**config.mk**
```make
export PLATFORM = sky130hd
export DESIGN_NAME = gta_front
export DESIGN_NICKNAME = d
export VERILOG_FILES = /design/src/rtl/gta_pkg.sv /design/src/rtl/gta_fifo.sv /design/src/rtl/gta_front.sv
export SDC_FILE = /design/constraint.sdc
export NUM_CORES = 1
export LEC_CHECK = 0
export ABC_AREA = 1
export BUFFER_PORTS_ARGS = -buffer_cell sky130_fd_sc_hd__buf_2
export CAP_MARGIN = 40
export CORE_AREA = 2 2 136 125
export DETAILED_ROUTE_END_ITERATION = 8
export DIE_AREA = 0 0 138 127
export HOLD_SLACK_MARGIN = 0.05
export PLACE_DENSITY_LB_ADDON = 0.2
export SYNTH_ARGS = -nofsm -noshare
export SYNTH_HDL_FRONTEND = slang
export SYNTH_SLANG_ARGS = --single-unit
```
**constraint.sdc**
```tcl
create_clock -name clk_i -period 10.26 [get_ports clk_i]
set_clock_uncertainty 0.05 [all_clocks]
set_input_delay 1.026 -clock clk_i [delete_from_list [all_inputs] [get_ports clk_i]]
set_output_delay 1.026 -clock clk_i [all_outputs]
set_load 0.01 [all_outputs]
```
**src/rtl/gta_pkg.sv**
```systemverilog
// ----------------------------------------------------------------------------
// gta_pkg
// Types, constants and arithmetic helpers of the transposed GEMV block.
// ----------------------------------------------------------------------------
package gta_pkg;

  localparam int unsigned FracBits     = 24;
  localparam int unsigned RndBits      = 40;
  localparam int unsigned AlphaMagBits = 41;
  localparam int unsigned TotalBits    = 43;

  // Cap on the magnitude of the alpha term: 2^40.
  localparam logic [AlphaMagBits-1:0] AlphaCap = AlphaMagBits'(64'd1 << 40);

  localparam logic [31:0] AlphaReset = 32'd16777216;
  localparam logic [31:0] BetaReset  = 32'd0;
  localparam logic [16:0] RowsReset  = 17'd1;
  localparam logic [6:0]  ColsReset  = 7'd64;
  localparam logic [16:0] RowsMax    = 17'd65536;

  typedef enum logic [1:0] {
    CFG_ALPHA = 2'd0,
    CFG_BETA  = 2'd1,
    CFG_ROWS  = 2'd2,
    CFG_COLS  = 2'd3
  } cfg_idx_e;

  typedef enum logic {
    REQ_LOAD_Y = 1'b0,
    REQ_MATRIX = 1'b1
  } req_type_e;

  typedef enum logic {
    OP_LOAD_Y = 1'b0,
    OP_MAC    = 1'b1
  } op_e;

  typedef struct packed {
    logic               req_type;
    logic        [15:0] row_index;
    logic        [5:0]  col_index;
    logic signed [31:0] matrix_value;
    logic signed [31:0] x_value;
    logic signed [31:0] y_value;
  } req_t;

  typedef struct packed {
    logic signed [31:0] result_value;
    logic        [5:0]  result_col;
    logic               saturated;
  } res_t;

  typedef struct packed {
    logic signed [31:0] alpha_gain;
    logic signed [31:0] beta_gain;
    logic        [16:0] row_count;
    logic        [6:0]  col_count;
  } cfg_t;

  // Classified word handed from the front to the back. For a y load a_val
  // holds the raw y value; for a matrix word a_val and b_val hold the
  // magnitudes of the matrix element and of x, and neg the product sign.
  typedef struct packed {
    op_e         op;
    logic [5:0]  col;
    logic        first_row;
    logic        last_row;
    logic        neg;
    logic [31:0] a_val;
    logic [31:0] b_val;
  } item_t;

  function automatic logic [31:0] mag32(logic [31:0] v);
    return v[31] ? (~v + 32'd1) : v;
  endfunction

  function automatic logic [63:0] mag64(logic [63:0] v);
    return v[63] ? (~v + 64'd1) : v;
  endfunction

  // Round to nearest, ties away from zero, dropping the fraction bits of a
  // magnitude. Inputs never exceed 2^63, so the add cannot carry out.
  function automatic logic [RndBits-1:0] round_mag(logic [63:0] p);
    logic [63:0] s;
    s = p + (64'd1 << (FracBits - 1));
    return s[63:FracBits];
  endfunction

endpackage

```
**src/rtl/gta_fifo.sv**
```systemverilog
// ----------------------------------------------------------------------------
// gta_fifo
// Small register FIFO with first-word-fall-through read side.
// ----------------------------------------------------------------------------
module gta_fifo #(
  parameter int unsigned WIDTH = 8,
  parameter int unsigned DEPTH = 2,
  localparam int unsigned PtrW = (DEPTH > 1) ? $clog2(DEPTH) : 1,
  localparam int unsigned CntW = $clog2(DEPTH + 1)
) (
  input  logic             clk_i,
  input  logic             rst_ni,
  input  logic             push_i,
  input  logic [WIDTH-1:0] wdata_i,
  output logic             full_o,
  input  logic             pop_i,
  output logic [WIDTH-1:0] rdata_o,
  output logic             empty_o
);

  logic [WIDTH-1:0] slots [DEPTH];
  logic [PtrW-1:0]  wptr_q, wptr_d, rptr_q, rptr_d;
  logic [CntW-1:0]  cnt_q, cnt_d;
  logic             do_push, do_pop;

  assign full_o  = (cnt_q == CntW'(DEPTH));
  assign empty_o = (cnt_q == '0);
  assign do_push = push_i && !full_o;
  assign do_pop  = pop_i && !empty_o;
  assign rdata_o = slots[rptr_q];

  always_comb begin
    wptr_d = wptr_q;
    rptr_d = rptr_q;
    cnt_d  = cnt_q;
    if (do_push) begin
      wptr_d = (wptr_q == PtrW'(DEPTH - 1)) ? '0 : wptr_q + PtrW'(1);
    end
    if (do_pop) begin
      rptr_d = (rptr_q == PtrW'(DEPTH - 1)) ? '0 : rptr_q + PtrW'(1);
    end
    if (do_push && !do_pop) begin
      cnt_d = cnt_q + CntW'(1);
    end else if (do_pop && !do_push) begin
      cnt_d = cnt_q - CntW'(1);
    end
  end

  always_ff @(posedge clk_i or negedge rst_ni) begin
    if (!rst_ni) begin
      wptr_q <= '0;
      rptr_q <= '0;
      cnt_q  <= '0;
    end else begin
      wptr_q <= wptr_d;
      rptr_q <= rptr_d;
      cnt_q  <= cnt_d;
    end
  end

  always_ff @(posedge clk_i) begin
    if (do_push) begin
      slots[wptr_q] <= wdata_i;
    end
  end

endmodule

```
**src/rtl/gta_front.sv**
```systemverilog
// ----------------------------------------------------------------------------
// gta_front
// Accepts input words, drops y loads beyond MAX_COLS-1 and matrix words outside
// the configured shape, and queues the rest in classified form for gta_back.
// ----------------------------------------------------------------------------
module gta_front #(
  parameter int unsigned MAX_COLS = 64
) (
  input  logic            clk_i,
  input  logic            rst_ni,
  input  gta_pkg::cfg_t   cfg_i,
  input  logic            push_i,
  input  gta_pkg::req_t   req_i,
  output logic            full_o,
  input  logic            q_pop_i,
  output gta_pkg::item_t  q_item_o,
  output logic            q_empty_o
);

  logic [16:0]    rows_eff;
  logic [6:0]     cols_eff;
  logic           is_y, y_ok, row_ok, col_ok, keep;
  gta_pkg::item_t item;

  always_comb begin
    if (cfg_i.row_count == '0) begin
      rows_eff = 17'd1;
    end else if (cfg_i.row_count > gta_pkg::RowsMax) begin
      rows_eff = gta_pkg::RowsMax;
    end else begin
      rows_eff = cfg_i.row_count;
    end

    // The clamp to MAX_COLS only applies when it is below col_count, so it
    // always fits the column count width.
    if (cfg_i.col_count == '0) begin
      cols_eff = 7'd1;
    end else if (32'(cfg_i.col_count) > MAX_COLS) begin
      cols_eff = 7'(MAX_COLS);
    end else begin
      cols_eff = cfg_i.col_count;
    end

    is_y   = (req_i.req_type == gta_pkg::REQ_LOAD_Y);
    y_ok   = (32'(req_i.col_index) < MAX_COLS);
    row_ok = ({1'b0, req_i.row_index} < rows_eff);
    col_ok = ({1'b0, req_i.col_index} < cols_eff);
    keep   = is_y ? y_ok : (row_ok && col_ok);

    item.op        = is_y ? gta_pkg::OP_LOAD_Y : gta_pkg::OP_MAC;
    item.col       = req_i.col_index;
    item.first_row = (req_i.row_index == '0);
    item.last_row  = ({1'b0, req_i.row_index} == (rows_eff - 17'd1));
    item.neg       = req_i.matrix_value[31] ^ req_i.x_value[31];
    item.a_val     = is_y ? req_i.y_value : gta_pkg::mag32(req_i.matrix_value);
    item.b_val     = gta_pkg::mag32(req_i.x_value);
  end

  gta_fifo #(
    .WIDTH ($bits(gta_pkg::item_t)),
    .DEPTH (2)
  ) u_queue (
    .clk_i   (clk_i),
    .rst_ni  (rst_ni),
    .push_i  (push_i && keep),
    .wdata_i (item),
    .full_o  (full_o),
    .pop_i   (q_pop_i),
    .rdata_o (q_item_o),
    .empty_o (q_empty_o)
  );

endmodule

```
# --- After elaboration in Yosys (flattened, before gate mapping) ---
# Memories as Yosys holds them, arrays and structs flattened.
# Cells that the tools add are included.
# W data, S select, Z words.
word_totals:
  ff_bits: 4
  latch_bits: 0
  ram_bits: 148
  mem_bits_ro: 0
  word_cells: 50
  memories: 1
classes:
  n_addsub: 7
  mul: 0
  div_mod_pow: 0
  magnitude_cmp: 4
  eq_ne: 2
  n_shift: 0
  mux: 15
  bitwise: 3
  reduce_logical: 15
memory_table:
  columns: ["memory", "depth", "word_bits", "read_ports", "rd_clocked_by_memory_dff", "write_ports", "line_no", "text"]
  rows:
  - ["u_queue.slots", 2, 74, 1, 0, 1, "gta_fifo.sv:21", "logic [WIDTH-1:0] slots [DEPTH];"]
ops:
  columns: ["operator", "count"]
  rows:
  - ["$mux W32", 3]
  - ["$add A32 B1 Y32 const B", 2]
  - ["$not A32 Y32", 2]
  - ["$mux W17", 2]
  - ["$eq A16 B17 Y1", 1]
  - ["$gt A17 B17 Y1 const B", 1]
  - ["$logic_not A17 Y1", 1]
  - ["$lt A16 B17 Y1", 1]
  - ["$sub A17 B1 Y17 const B", 1]
  - ["$logic_not A16 Y1", 1]
  - ["$mux W7", 2]
  - ["$gt A7 B7 Y1 const B", 1]
  - ["$logic_not A7 Y1", 1]
  - ["$lt A6 B7 Y1", 1]
  - ["$logic_and A1 B1 Y1", 6]
  - ["$mux W1", 6]
  - ["$logic_not A1 Y1", 4]
  - ["$mux W2", 2]
  - ["$add A1 B1 Y1 const B", 2]
  - ["$add A2 B1 Y2 const B", 1]
  - ["$eq A2 B2 Y1 const B", 1]
  - ["$logic_not A2 Y1", 1]
  - ["$reduce_bool A2 Y1", 1]
  - ["$sub A2 B1 Y2 const B", 1]
  - ["$xor A1 B1 Y1", 1]

# --- Longest topological paths before layout ---
depth:
  depth_word: 12
  ltp_mapped: 23
  depth_no_buf: 22

# --- By module ---
# A second synthesis with hierarchy kept.
unflattened:
  hier_cells: 1046
  hier_area_um2: 8873.5
by_module_without_submodules:
  columns: ["mod", "instances", "cells_per_inst", "area_each_um2"]
  rows:
  - ["gta_fifo", 1, 418, 5597.9]
  - ["gta_front", 1, 628, 3275.6]

# --- Worst setup path after synthesis ---
# No wires, ideal clock.
synth_path:
  kind: "input to register"
  from: "input cfg_i[9] (netlist bit)"
  to: "memory u_queue.slots[1][0] (netlist bit) (enable)"
  setup_time_ns: 0.506
  t_arrival_ns: 5.823
  slack_ns: 3.880
  cell_stages: 19
  path_buffers: 1
  path_cell_list: "nor2_1 > nand2_1 > nor2_2 > nand2_2 > nand2_4 > buf_8 > nand2_1 > ha_1 > a21oi_1 > nor2_1 > o31ai_1 > nand2_1 > nand2_1 > nand2_1 > nor2_1 > nand3_1 > nand2_1 > nand2_1 > nor2_1"
synth_via:
  elab_chain_cells: 10
  elab_cells_between_ends: 11
synth_rtl:
  columns: ["element", "line_no", "text"]
  rows:
  - ["start, declared", "gta_front.sv:11", "input gta_pkg::cfg_t cfg_i,"]
  - ["$gt A17 B17 Y1", "gta_front.sv:28", "end else if (cfg_i.row_count > gta_pkg::RowsMax) begin"]
  - ["$mux W17", "gta_front.sv:28", null]
  - ["$mux W17 *", "gta_front.sv:26", "if (cfg_i.row_count == '0) begin"]
  - ["$lt A16 B17 Y1 *", "gta_front.sv:46", "row_ok = ({1'b0, req_i.row_index} < rows_eff);"]
  - ["$logic_and A1 B1 Y1 *", "gta_front.sv:48", "keep = is_y ? y_ok : (row_ok && col_ok);"]
  - ["$mux W1 *", "gta_front.sv:48", null]
  - ["$logic_and A1 B1 Y1 *", "gta_front.sv:65", ".push_i (push_i && keep),"]
  - ["$logic_and A1 B1 Y1 *", "gta_fifo.sv:28", "assign do_push = push_i && !full_o;"]
  - ["$mux W1 *", "gta_fifo.sv:62", "if (do_push) begin"]
  - ["$mux W1 (not written as such) *", "gta_fifo.sv:63", "slots[wptr_q] <= wdata_i;"]
  - ["end, declared", "gta_fifo.sv:21", null]
# Mark *: on every way between the ends. The rest lies on a longest branch, timed or not.

# --- Worst setup path in the final report ---
layout_path:
  from: "input cfg_i[10] (netlist bit)"
  to: "memory u_queue.slots[1][23] (netlist bit) (enable)"
# Same word-level chain as after synthesis.

==> impl_metrics.yaml <==
run_status:
  status: "completed"
timing:
  setup_slack_ns: 5.426
  hold_viol_final: 0
  tightest_slew_ns: 0.8010
  setup_tns_ns: 0
  setup_viol: 0
  clock.fmax_mhz: 206.9
  slew_viol_final: 0
  finalCritPeriodShare_pct: 47.12
  relSlewSlack_pct: 46.60
  rsz0062_at_grt: "false"
  finalCriticalPeriod_ns: 4.834
placement:
  hpwl_um: 15030
  io_buffers: 222
  dpl_cell_area_um2: 10100
  pre_cts_ws_ns: 4.992
  place.gp.congestion: 0.8964
setup_path:
  rrSetupSlack_ns: 7.73
  reg2reg_from: "u_queue.cnt_q[1]$_DFFE_PN0P_"
  cp-startpoint: "cfg_i[10]"
  r2r_end: "u_queue.slots[1][23]$_DFFE_PP_"
  critPathCapture: "u_queue.slots[1][23]$_DFFE_PP_"
  critical_path_depth: 20
  endpoint_kind: "flop"
  timing_worst_setup_path_type: "primary input to flop"
  cp_common_cell: "nand2_1"
  crit_family: "simple AND/OR/NAND/NOR gates"
  path_max_fanout: 54
  worst_setup_path_start_kind: "primary input"
  max_stage_delay_ns: 0.71
  crit_chain: "buf_2 > nor2_1 > nand2_1 > nor2_2 > nand2_2 > nand2_4 > nand2_1 > ha_1 > a21oi_1 > nor3_1 > a211oi_1 > nand2_1 > nand2_1 > nand2_1 > nor2_1 > nand3_1 > nand2_1 > nand2_1 > nor2_4 > buf_4"
  worst-endpoint-required_ns: 10.25
  critPathSlowestCell: "buf_4"
  crit_buf_inv: 2
  rr_worst_depth: 6
  worstPathArrival_ns: 4.82
synthesis:
  yosysWarnings: 0
  ys_ff_latch: 152
  synth_edf_count: 148
  yosysUniqueCellTypes: 39
  ys_seq_area_share_pct: 51.52
  syn_area_um2: 8821
  syn-mean-instance-area_um2: 8.409
  synthCells: 1049
  yosysTopAreaCellShare_pct: 50.38
  synth_largest_area_cell: "edfxtp_1"
  synth_fp_nets: 1285
  synth_flop_cell: "edfxtp_1"
  ys_async_sr_fraction_pct: 2.632
  synth_area_leaders: "edfxtp_1 (50%), nand2_1 (18%), nor2_1 (3.7%), xor2_1 (3.7%), ha_1 (3.5%)"
finish:
  nets: 1500
  final_cell_area_um2: 10720
  final_common_cell: "nand2_1"
  layout-drive-gt1-share_pct: 21.85
  antenna_cells: 0
  layout_common_cells: "nand2_1 (421), buf_2 (222), edfxtp_1 (148)"
  area_growth_pct: 21.57
flow_run:
  drv_cap: 0
clock_network:
  root_buffer: "clkbuf_16"
  cts_buffer_depth: 2
  post_cts_buffers: 0
  cts_resized: 0
  ctsHtreeMaxLevel: 4
  cts.hold.buffers_added: 0
  clk_pin_slew_ns: 0.06
  cts_tree: "yes"
  insertion_delay_ns: 0.40
  cts-buffers-inserted: 17
  cts_sinks: 152
grt:
  grt_overflow: 0
  grt_pass1_vias: 6979
  grt_max_degree: 75
  grtUsageTotal_pct: 23.51
  grt_pass1_wl_um: 32920
  antenna_found_initial: 0
detailed_routing:
  drc_errors: 0
  routed_wl_um: 20600
  dr_wl_met3_um: 1522
  wl_met1_um: 8962
  top_layer_used: "met4"
  dr.pass1.iters: 5
  wl_met2_um: 9723
  drt-initial-drc-count: 428
  via_per_inst: 5.123
  final_antenna_net_count: 0
  vias: 7602
  wl_per_cell_um: 13.88
die:
  start_util_pct: 55.25
  fp.dieW_um: 138
  coreArea_um2: 15970
  die_h_um: 127
  dieArea_um2: 17530
  io_pins: 287
  rows: 44
power_and_ir_drop:
  power.density_nw_per_um2: 211.0
  p_leak_nw: 5.017
  peakVddDrop_mv: 0.1611
  p_total_mw: 2.263
hold_path:
  hold_class: "primary input to asynchronous set/reset pin"
## stage by stage
step / instances / hold slack, ns / utilization [%]
after floorplan: 1049 / 0.3919 / -
after global placement: 1452 / 0.4101 / 63.25
after detailed placement: 1452 / 0.4498 / 63.25
after CTS: 1484 / 0.3522 / 67.17
after global routing: 1484 / 0.3543 / 67.17
final: 1484 / 0.3721 / 67.17
## sequential cells by signal, summed over array words and instances (netlist names)
| name | cells |
|---|---|
| u_queue.slots | 148 |
| u_queue.wptr_q | 1 |
| u_queue.cnt_q | 2 |
| u_queue.rptr_q | 1 |
## worst reg2reg max path: stages, from the launching register on
cell,delay [ns]
dfrtp_1,0.40
inv_1,0.09
nor2_1,0.06
nor2_1,0.15
nand2_1,0.15
nor2_4,0.53
buf_4,0.71
## logic make-up after synthesis
kind of cell / Yosys count / synth area share [%]
compound gates: 95 / 6.085
buf+inv: 114 / 5.121
xor+xnor: 57 / 5.660
fa+ha+maj: 25 / 3.546
flops: 152 / 51.52
simple gates: 606 / 28.07
## Yosys cell counts, drive strengths merged, types with 2 or more instances
cell,count
o31ai,2
nand4,11
or2,5
nor2,92
xor2,37
a21oi,18
ha,25
dfrtp,4
nor4,5
inv,80
buf,6
clkinv,3
a31oi,8
nor3,11
o21ai,58
clkbuf,25
nand3,48
nand3b,6
edfxtp,148
xnor2,20
o41ai,5
nand2,427
## worst min path at each step
| stage | to | slack (ns) | cells after the start |
|---|---|---|---|
| 2_1_floorplan | u_queue.wptr_q$_DFFE_PN0P_ | 0.39 | 2 |
| 3_3_place_gp | u_queue.wptr_q$_DFFE_PN0P_ | 0.41 | 2 |
| 3_5_place_dp | u_queue.wptr_q$_DFFE_PN0P_ | 0.45 | 2 |
| 4_1_cts | u_queue.cnt_q[1]$_DFFE_PN0P_ | 0.35 | 1 |
| 5_1_grt | u_queue.rptr_q$_DFFE_PN0P_ | 0.35 | 1 |
| 6_report | u_queue.rptr_q$_DFFE_PN0P_ | 0.37 | 1 |
## cell type report
| type | count | area [µm²] |
|---|---|---|
| Clock inverter | 13 | 192.7 |
| Sequential cell | 152 | 4546 |
| Fill cell | 1373 | 5241 |
| Clock buffer | 19 | 432.9 |
| Inverter | 83 | 312.8 |
| Multi-Input combinational cell | 783 | 3832 |
| Timing Repair Buffer | 227 | 1149 |
| Tap cell | 207 | 259.0 |
## routing by layer
layer / GRT usage [%] / up-vias
met2: 39.46 / 294
met1: 30.78 / 3380
met3: 5.360 / 28
met5: 0 / -
li1: - / 3900
met4: 7.323 / 0
## power by group
group | internal [mW] | switching (mW)
Clock | 0.411 | 0.241
Combinational | 0.248 | 0.509
Sequential | 0.826 | 0.0283
No activity file was read; power rests on OpenSTA's default activity.
