File: src/rtl/gta_fifo.sv
// ----------------------------------------------------------------------------
// gta_fifo
// Small register FIFO with first-word-fall-through read side.
// ----------------------------------------------------------------------------
module gta_fifo #(
  parameter int unsigned WIDTH = 8,
  parameter int unsigned DEPTH = 2,
  localparam int unsigned PtrW = (DEPTH > 1) ? $clog2(DEPTH) : 1,
  localparam int unsigned CntW = $clog2(DEPTH + 1)
) (
  input  logic             clk_i,
  input  logic             rst_ni,
  input  logic             push_i,
  input  logic [WIDTH-1:0] wdata_i,
  output logic             full_o,
  input  logic             pop_i,
  output logic [WIDTH-1:0] rdata_o,
  output logic             empty_o
);

  logic [WIDTH-1:0] slots [DEPTH];
  logic [PtrW-1:0]  wptr_q, wptr_d, rptr_q, rptr_d;
  logic [CntW-1:0]  cnt_q, cnt_d;
  logic             do_push, do_pop;

  assign full_o  = (cnt_q == CntW'(DEPTH));
  assign empty_o = (cnt_q == '0);
  assign do_push = push_i && !full_o;
  assign do_pop  = pop_i && !empty_o;
  assign rdata_o = slots[rptr_q];

  always_comb begin
    wptr_d = wptr_q;
    rptr_d = rptr_q;
    cnt_d  = cnt_q;
    if (do_push) begin
      wptr_d = (wptr_q == PtrW'(DEPTH - 1)) ? '0 : wptr_q + PtrW'(1);
    end
    if (do_pop) begin
      rptr_d = (rptr_q == PtrW'(DEPTH - 1)) ? '0 : rptr_q + PtrW'(1);
    end
    if (do_push && !do_pop) begin
      cnt_d = cnt_q + CntW'(1);
    end else if (do_pop && !do_push) begin
      cnt_d = cnt_q - CntW'(1);
    end
  end

  always_ff @(posedge clk_i or negedge rst_ni) begin
    if (!rst_ni) begin
      wptr_q <= '0;
      rptr_q <= '0;
      cnt_q  <= '0;
    end else begin
      wptr_q <= wptr_d;
      rptr_q <= rptr_d;
      cnt_q  <= cnt_d;
    end
  end

  always_ff @(posedge clk_i) begin
    if (do_push) begin
      slots[wptr_q] <= wdata_i;
    end
  end

endmodule

File: config.mk
export PLATFORM = sky130hd
export DESIGN_NAME = gta_fifo
export DESIGN_NICKNAME = d
export VERILOG_FILES = /design/src/rtl/gta_fifo.sv
export SDC_FILE = /design/constraint.sdc
export NUM_CORES = 1
export LEC_CHECK = 0
export ABC_AREA = 0
export BUFFER_PORTS_ARGS = -buffer_cell sky130_fd_sc_hd__buf_2
export CAP_MARGIN = 10
export CELL_PAD_IN_SITES_DETAIL_PLACEMENT = 1
export CELL_PAD_IN_SITES_GLOBAL_PLACEMENT = 1
export CORE_MARGIN = 3
export CORE_UTILIZATION = 40
export CTS_CLUSTER_DIAMETER = 50
export DETAILED_ROUTE_END_ITERATION = 12
export PLACE_DENSITY_LB_ADDON = 0.08
export SYNTH_ARGS = -nofsm -noshare
export SYNTH_HDL_FRONTEND = slang
export SYNTH_SLANG_ARGS = --single-unit
File: constraint.sdc
create_clock -name clk_i -period 1.5 [get_ports clk_i]
set_input_delay 0.225 -clock clk_i [delete_from_list [all_inputs] [get_ports clk_i]]
set_output_delay 0.225 -clock clk_i [all_outputs]
set_load 0.01 [all_outputs]
=== Word level (Yosys, flattened, before mapping) ===
Memory sizes are Yosys's and may differ from the RTL's.
Index checks and enable logic that the tools add are counted.

* Add/sub/neg operators: 4
* Eq/ne operators: 1
* Reduce and logical (&&, ||, !) cells: 10
* Mux-type cells: 6

{| class="wikitable"
|+ Operators with widths
! operator !! count
|-
| logical AND 1 bit || 4
|-
| logical NOT 1 bit || 4
|-
| 2-to-1 mux 1 bit || 4
|-
| 2-to-1 mux 2 bit || 2
|-
| adder 1 bit (second input constant) || 2
|-
| adder 2 x 1 -> 2 bit (second input constant) || 1
|-
| equality test 2 bit (second input constant) || 1
|-
| logical NOT 2 bit || 1
|-
| nonzero test 2 bit || 1
|-
| subtractor 2 x 1 -> 2 bit (second input constant) || 1
|}

* Logic and storage cells: 25
* Bits in writable memories: 16
* Output and inout bits: 10
* Bits of input ports: 12
* Flip-flop bits (word level): 4
* Memories kept: 1

{| class="wikitable"
|+ Memories
! name !! words !! width !! read ports !! clocked after Yosys merged registers in !! write ports !! line !! text
|-
| slots || 2 || 8 || 1 || 0 || 1 || 21 || <nowiki>logic [WIDTH-1:0] slots [DEPTH];</nowiki>
|}

=== Logic depth before layout (Yosys ltp) ===
Gate-level depths: netlist of run 1.

* Depth in word-level cells: 7
* Depth in mapped cells: 7
* Gate-level depth less buffers: 7

=== Worst setup path before layout of run 1 ===
OpenSTA, ideal clock, no wires.

* Path kind: register -> register
* From: reg cnt_q[0]
* To: mem slots[0][0], enable pin
* Buffers on the path: 0
* Library setup time: 0.370 ns
* Clock period less this slack: 1.392 ns
* Setup slack: 0.108 ns
* Data required time: 1.130 ns
* Data arrival time: 1.022 ns
* Stages on the path, launching flop included: 4
* Cells stage by stage: dfrtp_1 > nand2b_1 > nand2_2 > nor2_1

* Longest elaborated chain between the ends: 5

{| class="wikitable"
|+ Ends and longest elaborated chain
! item !! line !! text
|-
| start: declaration || 23 || <nowiki>logic [CntW-1:0] cnt_q, cnt_d;</nowiki>
|-
| start signal: assignment || 57 || <nowiki>cnt_q <= cnt_d;</nowiki>
|-
| equality test 2 bit || 26 || <nowiki>assign full_o = (cnt_q == CntW'(DEPTH));</nowiki>
|-
| logical NOT 1 bit || 28 || <nowiki>assign do_push = push_i && !full_o;</nowiki>
|-
| logical AND 1 bit || 28 ||
|-
| 2-to-1 mux 1 bit || 62 || <nowiki>if (do_push) begin</nowiki>
|-
| 2-to-1 mux 1 bit (not written as such) || 63 || <nowiki>slots[wptr_q] <= wdata_i;</nowiki>
|-
| end: declaration || 21 ||
|}

No other way between the ends.

=== Final worst setup path of run 1 ===
* From: reg rptr_q
* To: out rdata_o[0]

* Longest elaborated chain between the ends: 1

{| class="wikitable"
|+ Ends and longest elaborated chain
! item !! line !! text
|-
| start: declaration || 22 || <nowiki>logic [PtrW-1:0] wptr_q, wptr_d, rptr_q, rptr_d;</nowiki>
|-
| start signal: assignment || 56 || <nowiki>rptr_q <= rptr_d;</nowiki>
|-
| memory (2 x 8 bit) || - ||
|-
| end: declaration || 17 || <nowiki>output logic [WIDTH-1:0] rdata_o,</nowiki>
|}

No other way between the ends.

==> summary.md, run 1 <==
Of the cells placed in the final design, the portion with a size suffix greater than 1 is 55.4%. The clock-pin slew of the registers on the worst-case setup and hold paths was 110 ps. For the total standard cell area after synthesis, the log shows 782 um^2. The post-synthesis to final-layout area growth was 38.1%; the max-slew violation count was 0. The checks that failed: negative setup slack.

For this configuration, the core starts out at a cell density of 43.9%. In the layout the commonest cells are sky130_fd_sc_hd__edfxtp_1, sky130_fd_sc_hd__buf_2, sky130_fd_sc_hd__buf_6. Synthesis inferred 20 register bits. TritonCTS built the clock tree.

Data arrival time at the worst-slack endpoint: 1300 ps. From bottom edge to top edge, the die measures 50.2 um. Critical path class: reg2out.

Counting stages on the worst path, the most repeated cell is sky130_fd_sc_hd__buf_6. STA puts the critical path data required time at 1270 ps. The relative max-transition margin was 74.2%; the sequential cell area fraction in the yosys report was 74.2%.

The via count of the first global-routing pass was 480. Counting distinct cell types in the post-synthesis netlist gives 15. The number of antenna diodes in the final layout is 0.

The sequential cells in the finished layout cover a total of 582 um^2. The net count after synthesis was 57. Hold timing on the final database bottoms out at a slack of 107 ps.

Row count: 15. The power density relative to cell area came out at 1950 mW/mm^2. Buffer type at the clock tree root: sky130_fd_sc_hd__clkbuf_4. Setup total negative slack on the finished layout was measured at -125 ps. The most common cell after layout, fill and taps aside is sky130_fd_sc_hd__edfxtp_1. The fmax is 655 MHz, and the total instance count after detailed placement is 91.

Measured along the x axis, the die boundary spans 50.2 um. The stage delay of the slowest cell on the critical path was 440 ps. Between clock sinks in the finished design, the worst skew comes to 7.17 ps.

Count of nets left with antenna violations after detail routing: 0. Walking the worst path, the cells encountered are buf_6 -> mux2_4 -> buf_6. During I/O placement, the number of pins put on the boundary was 22.

The DRC violation total after the first TritonRoute iteration came out at 1. The tree built by TritonCTS fans out to 20 sinks. STA classifies the critical path startpoint as a flip-flop. Dividing the detail-routed wire length by the instance count gives 14.0 um. Hold violation total from the final report: 0. The mean number of vias per cell came out at 4.62. The logs give 457 for the detailed-route via count and 0.00178 mm^2 for the area inside the core boundary. The routability congestion estimate is 0.701, and the die area is 0.00252 mm^2. The total setup violations reported at the end of the flow is 7. The reported max-cap violation count is 0. Detailed placement ended at an HPWL of 895 um. The average instance area after synthesis is 17.8 um^2. The worst hold-check path type was in2reg. Along the worst path, the maximum fanout reaches 5. The part of the cycle the worst path needs came out at 102%.

The first global-routing pass estimated 2.13 mm of wire. Port buffering added 21 buffers. Count of mapped cells out of synthesis: 44. For this run, design rule violations remaining after detail routing come to 0. The number of buffers and inverters on the critical path is 2. The layout filler cell count is 179.

The run finished, with violations left. The run gives 0.000472 uW as the leakage power total. Clock tree synthesis inserted a total of 3 buffers. Number of nets in the layout: 88. The number of synthesis warnings came out at 0. The tools report the clock network latency to the later pin of the worst-skew pair as 300 ps.

The worst-case IR drop observed on VDD is 0.936 mV. The maximum root-to-sink buffer count is 2, and the total number of H-tree levels is 1. Worst-path cell with the longest stage delay: sky130_fd_sc_hd__dfrtp_2. The least setup slack across all paths after layout came out at -27.5 ps. The worst path needs 1530 ps of the cycle, external delays included. For the pin count of the biggest net entering global routing, the log shows 12. The routed wire length was 1.39 mm; the slew at the pin closest to its max-slew limit was 386 ps. The overall overflow remaining after global route came out at 0. In the final layout, the multi-input gates occupy 223 um^2.

The tools report the first-pass iteration count of the detailed router as 2. The tools report the kind of end point of the critical path as an output port. Final instance count without filler cells: 99. The global routing usage summed across all routing layers came out at 11.7%.

The completed layout was analyzed and its total power is 2110 uW. Dominant delay contributor by cell family on the critical path: flip-flops. The initial antenna violation count came out at 0. Setup repair after global routing could not meet its margin everywhere.
==> Yosys cell counts (all sizes together) <==
master  number  share of area (%)
inv          2               0.96
and3         1               0.80
xor2         2                2.2
nand2        1               0.80
nor2         3                1.4
buf          1               0.64
dfrtp        4                 13
nand2b       1               0.80
xnor2        3                4.3
mux2         8                 12
o21ai        1               0.64
edfxtp      16                 61
ha           1                1.6
==> what timing repair did <==
action / 4_1_cts / 5_1_grt
setup buffers: 0 / 3
hold buffers: 1 / 0
gates resized for setup: 1 / 20
setup endpoints to repair: 8 / 9
endpoints found under the hold margin: 4 / 0
gates cloned: 0 / 0
==> through the flow <==
step                      worst slack, ps  utilization [%]  cell area, um^2
after global placement                134             52.1              928
after detailed placement             73.2             52.1              928
final                               -27.5             60.6             1080
after CTS                           -67.7             54.2              966
after global routing                -69.0             60.6             1080
after floorplan                       108                -              782
==> cell type report <==
class | count | area share (%)
flip-flops and latches | 20 | 53.9
well taps | 25 | 2.90
inverters | 2 | 0.695
multi-input cells | 21 | 20.6
repair buffers | 27 | 19.5
clock inverters | 1 | 0.348
clock buffers | 3 | 2.09
==> power breakdown <==
| group | internal, uW | total (uW) | leakage (uW) | switching, uW |
|---|---|---|---|---|
| Clock | 96.9 | 256 | 0.0000154 | 159 |
| Combinational | 580 | 984 | 0.000262 | 405 |
| Sequential | 779 | 866 | 0.000194 | 86.9 |
| Total | 1460 | 2110 | 0.000472 | 650 |
==> path summary, 6_finish.rpt <==
path | slack (ps) | cells after the start | from | to
max | -30 | 3 | rptr_q | rdata_o[0]
min | 110 | 1 | wdata_i[2] | slots[0][2]
max reg2reg | 100 | 6 | cnt_q[0] | cnt_q[1]
min reg2reg | 540 | 1 | wptr_q | wptr_q
max in group asynchronous | 1120 | 2 | rst_ni | rptr_q
min in group asynchronous | 250 | 2 | rst_ni | wptr_q
==> per-layer routing <==
metal  vias to the layer above  share of wire (%)  wire [um]  track usage, %
met5                         -                  0          0               0
met4                         0                  0          0            6.91
met3                         0                4.1         57            2.67
met2                        10                 57        798            19.8
met1                       227                 38        532            13.3
li1                        220                  -          -               -
==> cells by family after synthesis <==
logic type | Yosys count | synth area share [%]
adder cells (fa/ha/maj) | 1 | 1.60
XOR/XNOR | 5 | 6.56
multiplexers | 8 | 11.5
buffers and inverters | 3 | 1.60
AO/OA/AOI/OAI | 1 | 0.639
AND/OR/NAND/NOR | 6 | 3.84
flip-flops | 20 | 74.2
==> sequential cells by signal, summed over array words and instances (netlist names) <==
register / flops
cnt_q: 2
rptr_q: 1
slots: 16
wptr_q: 1
Note: power is estimated with default switching activity, not from simulation.
==> run 2, diff against run 1 <==
--- a/config.mk
+++ b/config.mk
@@ -14,7 +14,7 @@
 export CORE_UTILIZATION = 40
 export CTS_CLUSTER_DIAMETER = 50
 export DETAILED_ROUTE_END_ITERATION = 12
-export PLACE_DENSITY_LB_ADDON = 0.08
+export PLACE_DENSITY = 0.83
 export SYNTH_ARGS = -nofsm -noshare
 export SYNTH_HDL_FRONTEND = slang
 export SYNTH_SLANG_ARGS = --single-unit
==> run 2 against run 1 <==
Compared with the run above: the run still ends with negative setup slack left; global-route usage down 0.60 points; via count down 3.5%; fmax up 1.7%; clock power up 2%; routed wire length down 0.86%; critical path depth unchanged; largest power group unchanged.
==> summary.md, run 2 (same netlist as run 1, synthesis figures left out) <==
Internal power comes to 1440 uW. The first-pass iteration count of the detailed router is 2. For the count of nets left with antenna violations after detail routing, the log shows 0. The run finished, with violations left. For the worst setup path, the data arrival time is 1280 ps.

The DRC violation total after the first TritonRoute iteration is 4, and the clock share of power is 12.5%. The total overflow left after global routing is 0. The hold violation total from the final report came out at 0. By startpoint and endpoint, the worst setup path is classified as reg2out.

The setup skew after layout was 12.0 ps. The floorplan step defined a core boundary enclosing 0.00178 mm^2. After detailed routing, the average wire length per cell comes to 14.1 um. The mean number of vias per cell came out at 4.50. The maximum fanout encountered on the critical timing path is 5, and the row count is 15. Timing analysis after detailed placement gives a worst setup slack of 51.6 ps.

The pin count of the biggest net entering global routing came out at 12. The tools report the share of power burned in combinational logic as 45.0%. Fill cells in the final layout number 173.

TritonCTS built the clock tree. At the end of the flow, the number of nets in the layout was 87. The switching share of power works out to 30.6%. The largest individual stage delay along the critical path comes from the cell sky130_fd_sc_hd__dfrtp_2. Least setup slack across all paths after layout: -1.53 ps.

The first global-routing pass estimated 1.95 mm of wire. In this run the horizontal extent of the chip is 50.2 um. The initial antenna violation count came out at 0. The stage delay of the slowest cell on the critical path works out to 390 ps. Clock network latency to the later pin of the worst-skew pair: 290 ps.

Worst hold-check path type: in2reg. At the pin with the least slew margin, the transition time is 407 ps. The total setup violations reported at the end of the flow came out at 2. Clock-pin slew was measured on the worst setup and hold paths at 120 ps. The analysis attributes to net switching a power of 636 uW. The run gives 2080 uW as the power consumption.

The number of CTS-inserted buffers is 3, and the die height is 50.2 um. Cells with a size suffix above 1 make up 57.5% of the layout. The kind of end point of the critical path is an output port. The worst register-to-register path has a setup slack of 120 ps.

The initial utilization of the core area, before any placement, comes to 43.9%. The tools report the die area as 0.00252 mm^2. The largest registers in the layout are slots: 16 flops, cnt_q: 2 flops.

The part of the cycle the worst path needs was 100%. The count of unresolved DRC violations after routing is 0. STA puts the critical path data required time at 1270 ps. The final critical-path required period works out to 1500 ps.

The run gives 666 MHz as the fmax. Together, buffers and inverters on the worst path number 2. Summed over all nets, the half-perimeter wirelength after detailed placement is 868 um. Buffer type at the clock tree root: sky130_fd_sc_hd__clkbuf_4.

The critical path goes through buf_6 -> mux2_2 -> buf_6. The routed design has 1.38 mm of wire. The via count of the first global-routing pass is 446, and the max-slew violation count is 0. The top-level I/O count came out at 22. The worst setup path is launched from a flip-flop. The most flop-heavy register was slots.

Cell with the most instances on the worst path: sky130_fd_sc_hd__buf_6. The worst pin sits at a relative slew slack of 72.9%. Dominant delay contributor by cell family on the critical path: flip-flops.

Across the VDD grid, the largest voltage drop is 1.19 mV. The post-synthesis to final-layout area growth works out to 37.8%. Setup repair after global routing could not meet its margin everywhere. The sequential fraction of design power came out at 42.5%.

The clock drives 20 sinks. Power spread over the standard cell area amounts to 1930 mW/mm^2. The run gives 0 as the antenna cell count. The global routing usage summed across all routing layers is 11.1%, and the quantity of I/O buffers inserted on ports is 21. For the detailed-route via count, the log shows 441. The final reports fail on negative setup slack. The total number of H-tree levels came out at 1. The library cell used most frequently in the layout, excluding fill and tap cells, is sky130_fd_sc_hd__edfxtp_1. In this run the static leakage power is 0.000466 uW. The number of flip-flops under the largest register name was 16; the maximum root-to-sink buffer count was 2. At the end of routability-driven placement, the weighted congestion stood at 0.669. The reported max-cap violation count was 0.

The top cell types in the final layout, fill and taps aside, are sky130_fd_sc_hd__edfxtp_1, sky130_fd_sc_hd__buf_2, sky130_fd_sc_hd__buf_6.
## run 2: cell types whose count changed in the layout (fill, tap and decap cells not counted), sizes merged
cell    previous run  this run
clkinv             1         0
buf               26        25
clkbuf             3         4
## run 2: per-stage QoR
stage,TNS (ps),utilization [%],area [um^2],std cells,hold slack [ps]
floorplan,0,-,782,44,-70.6
global placement,0,51.6,921,90,34.8
detailed placement,0,51.6,921,90,39.2
CTS,-143,53.8,958,95,110
global route,-341,60.4,1080,98,87.6
finish,-1.81,60.4,1080,98,109
## run 2: routing by layer
| metal | part of all wire, % | wire length (um) | vias up | track usage (%) |
|---|---|---|---|---|
| met5 | 0 | 0 | - | 0 |
| met4 | 1.5 | 21 | 0 | 5.53 |
| met3 | 4.6 | 63 | 2 | 3.56 |
| met2 | 51 | 704 | 13 | 17.8 |
| met1 | 43 | 588 | 210 | 13.3 |
| li1 | - | - | 216 | - |
## run 2: final cells by class
class | instances | area [um^2] | share of cell area, %
repair buffers | 26 | 203 | 18.8
inverters | 2 | 7.51 | 0.697
multi-input cells | 21 | 226 | 21.0
flip-flops and latches | 20 | 583 | 54.1
well taps | 25 | 31.3 | 2.90
clock buffers | 4 | 26.3 | 2.44
## run 2: worst register-to-register path: cells and delay by family, from the launching register on
family	cells	cell delay [ps]
simple gates	3	350
buf+inv	1	40
flops	1	460
fa+ha+maj	1	180
xor+xnor	2	290
## run 2: worst paths after layout
check / to / from / cells past startpoint
worst max register to register: cnt_q[1] / cnt_q[0] / 7
worst max-delay path: rdata_o[7] / rptr_q / 3
worst min-delay path: slots[0][7] / wdata_i[7] / 1
worst min register to register: wptr_q / wptr_q / 1
max in group asynchronous: rptr_q / rst_ni / 2
min in group asynchronous: wptr_q / rst_ni / 2
## run 2: power groups by stage
stage | sequential, uW | combinational [uW] | clock, uW
after CTS | 900 | 595 | 264
after global placement | 903 | 573 | 0
after global routing | 905 | 1020 | 295
after detailed placement | 910 | 585 | 0
final | 883 | 934 | 260
after floorplan | 846 | 438 | 0
## run 2: repair_timing
action                     CTS  global route
hold buffers                 1             0
gates resized for setup      1            22
buffers inserted             0             3
setup endpoints to repair    8             9
pin swaps                    0             1
hold endpoints to repair     4             0
cloned                       0             0
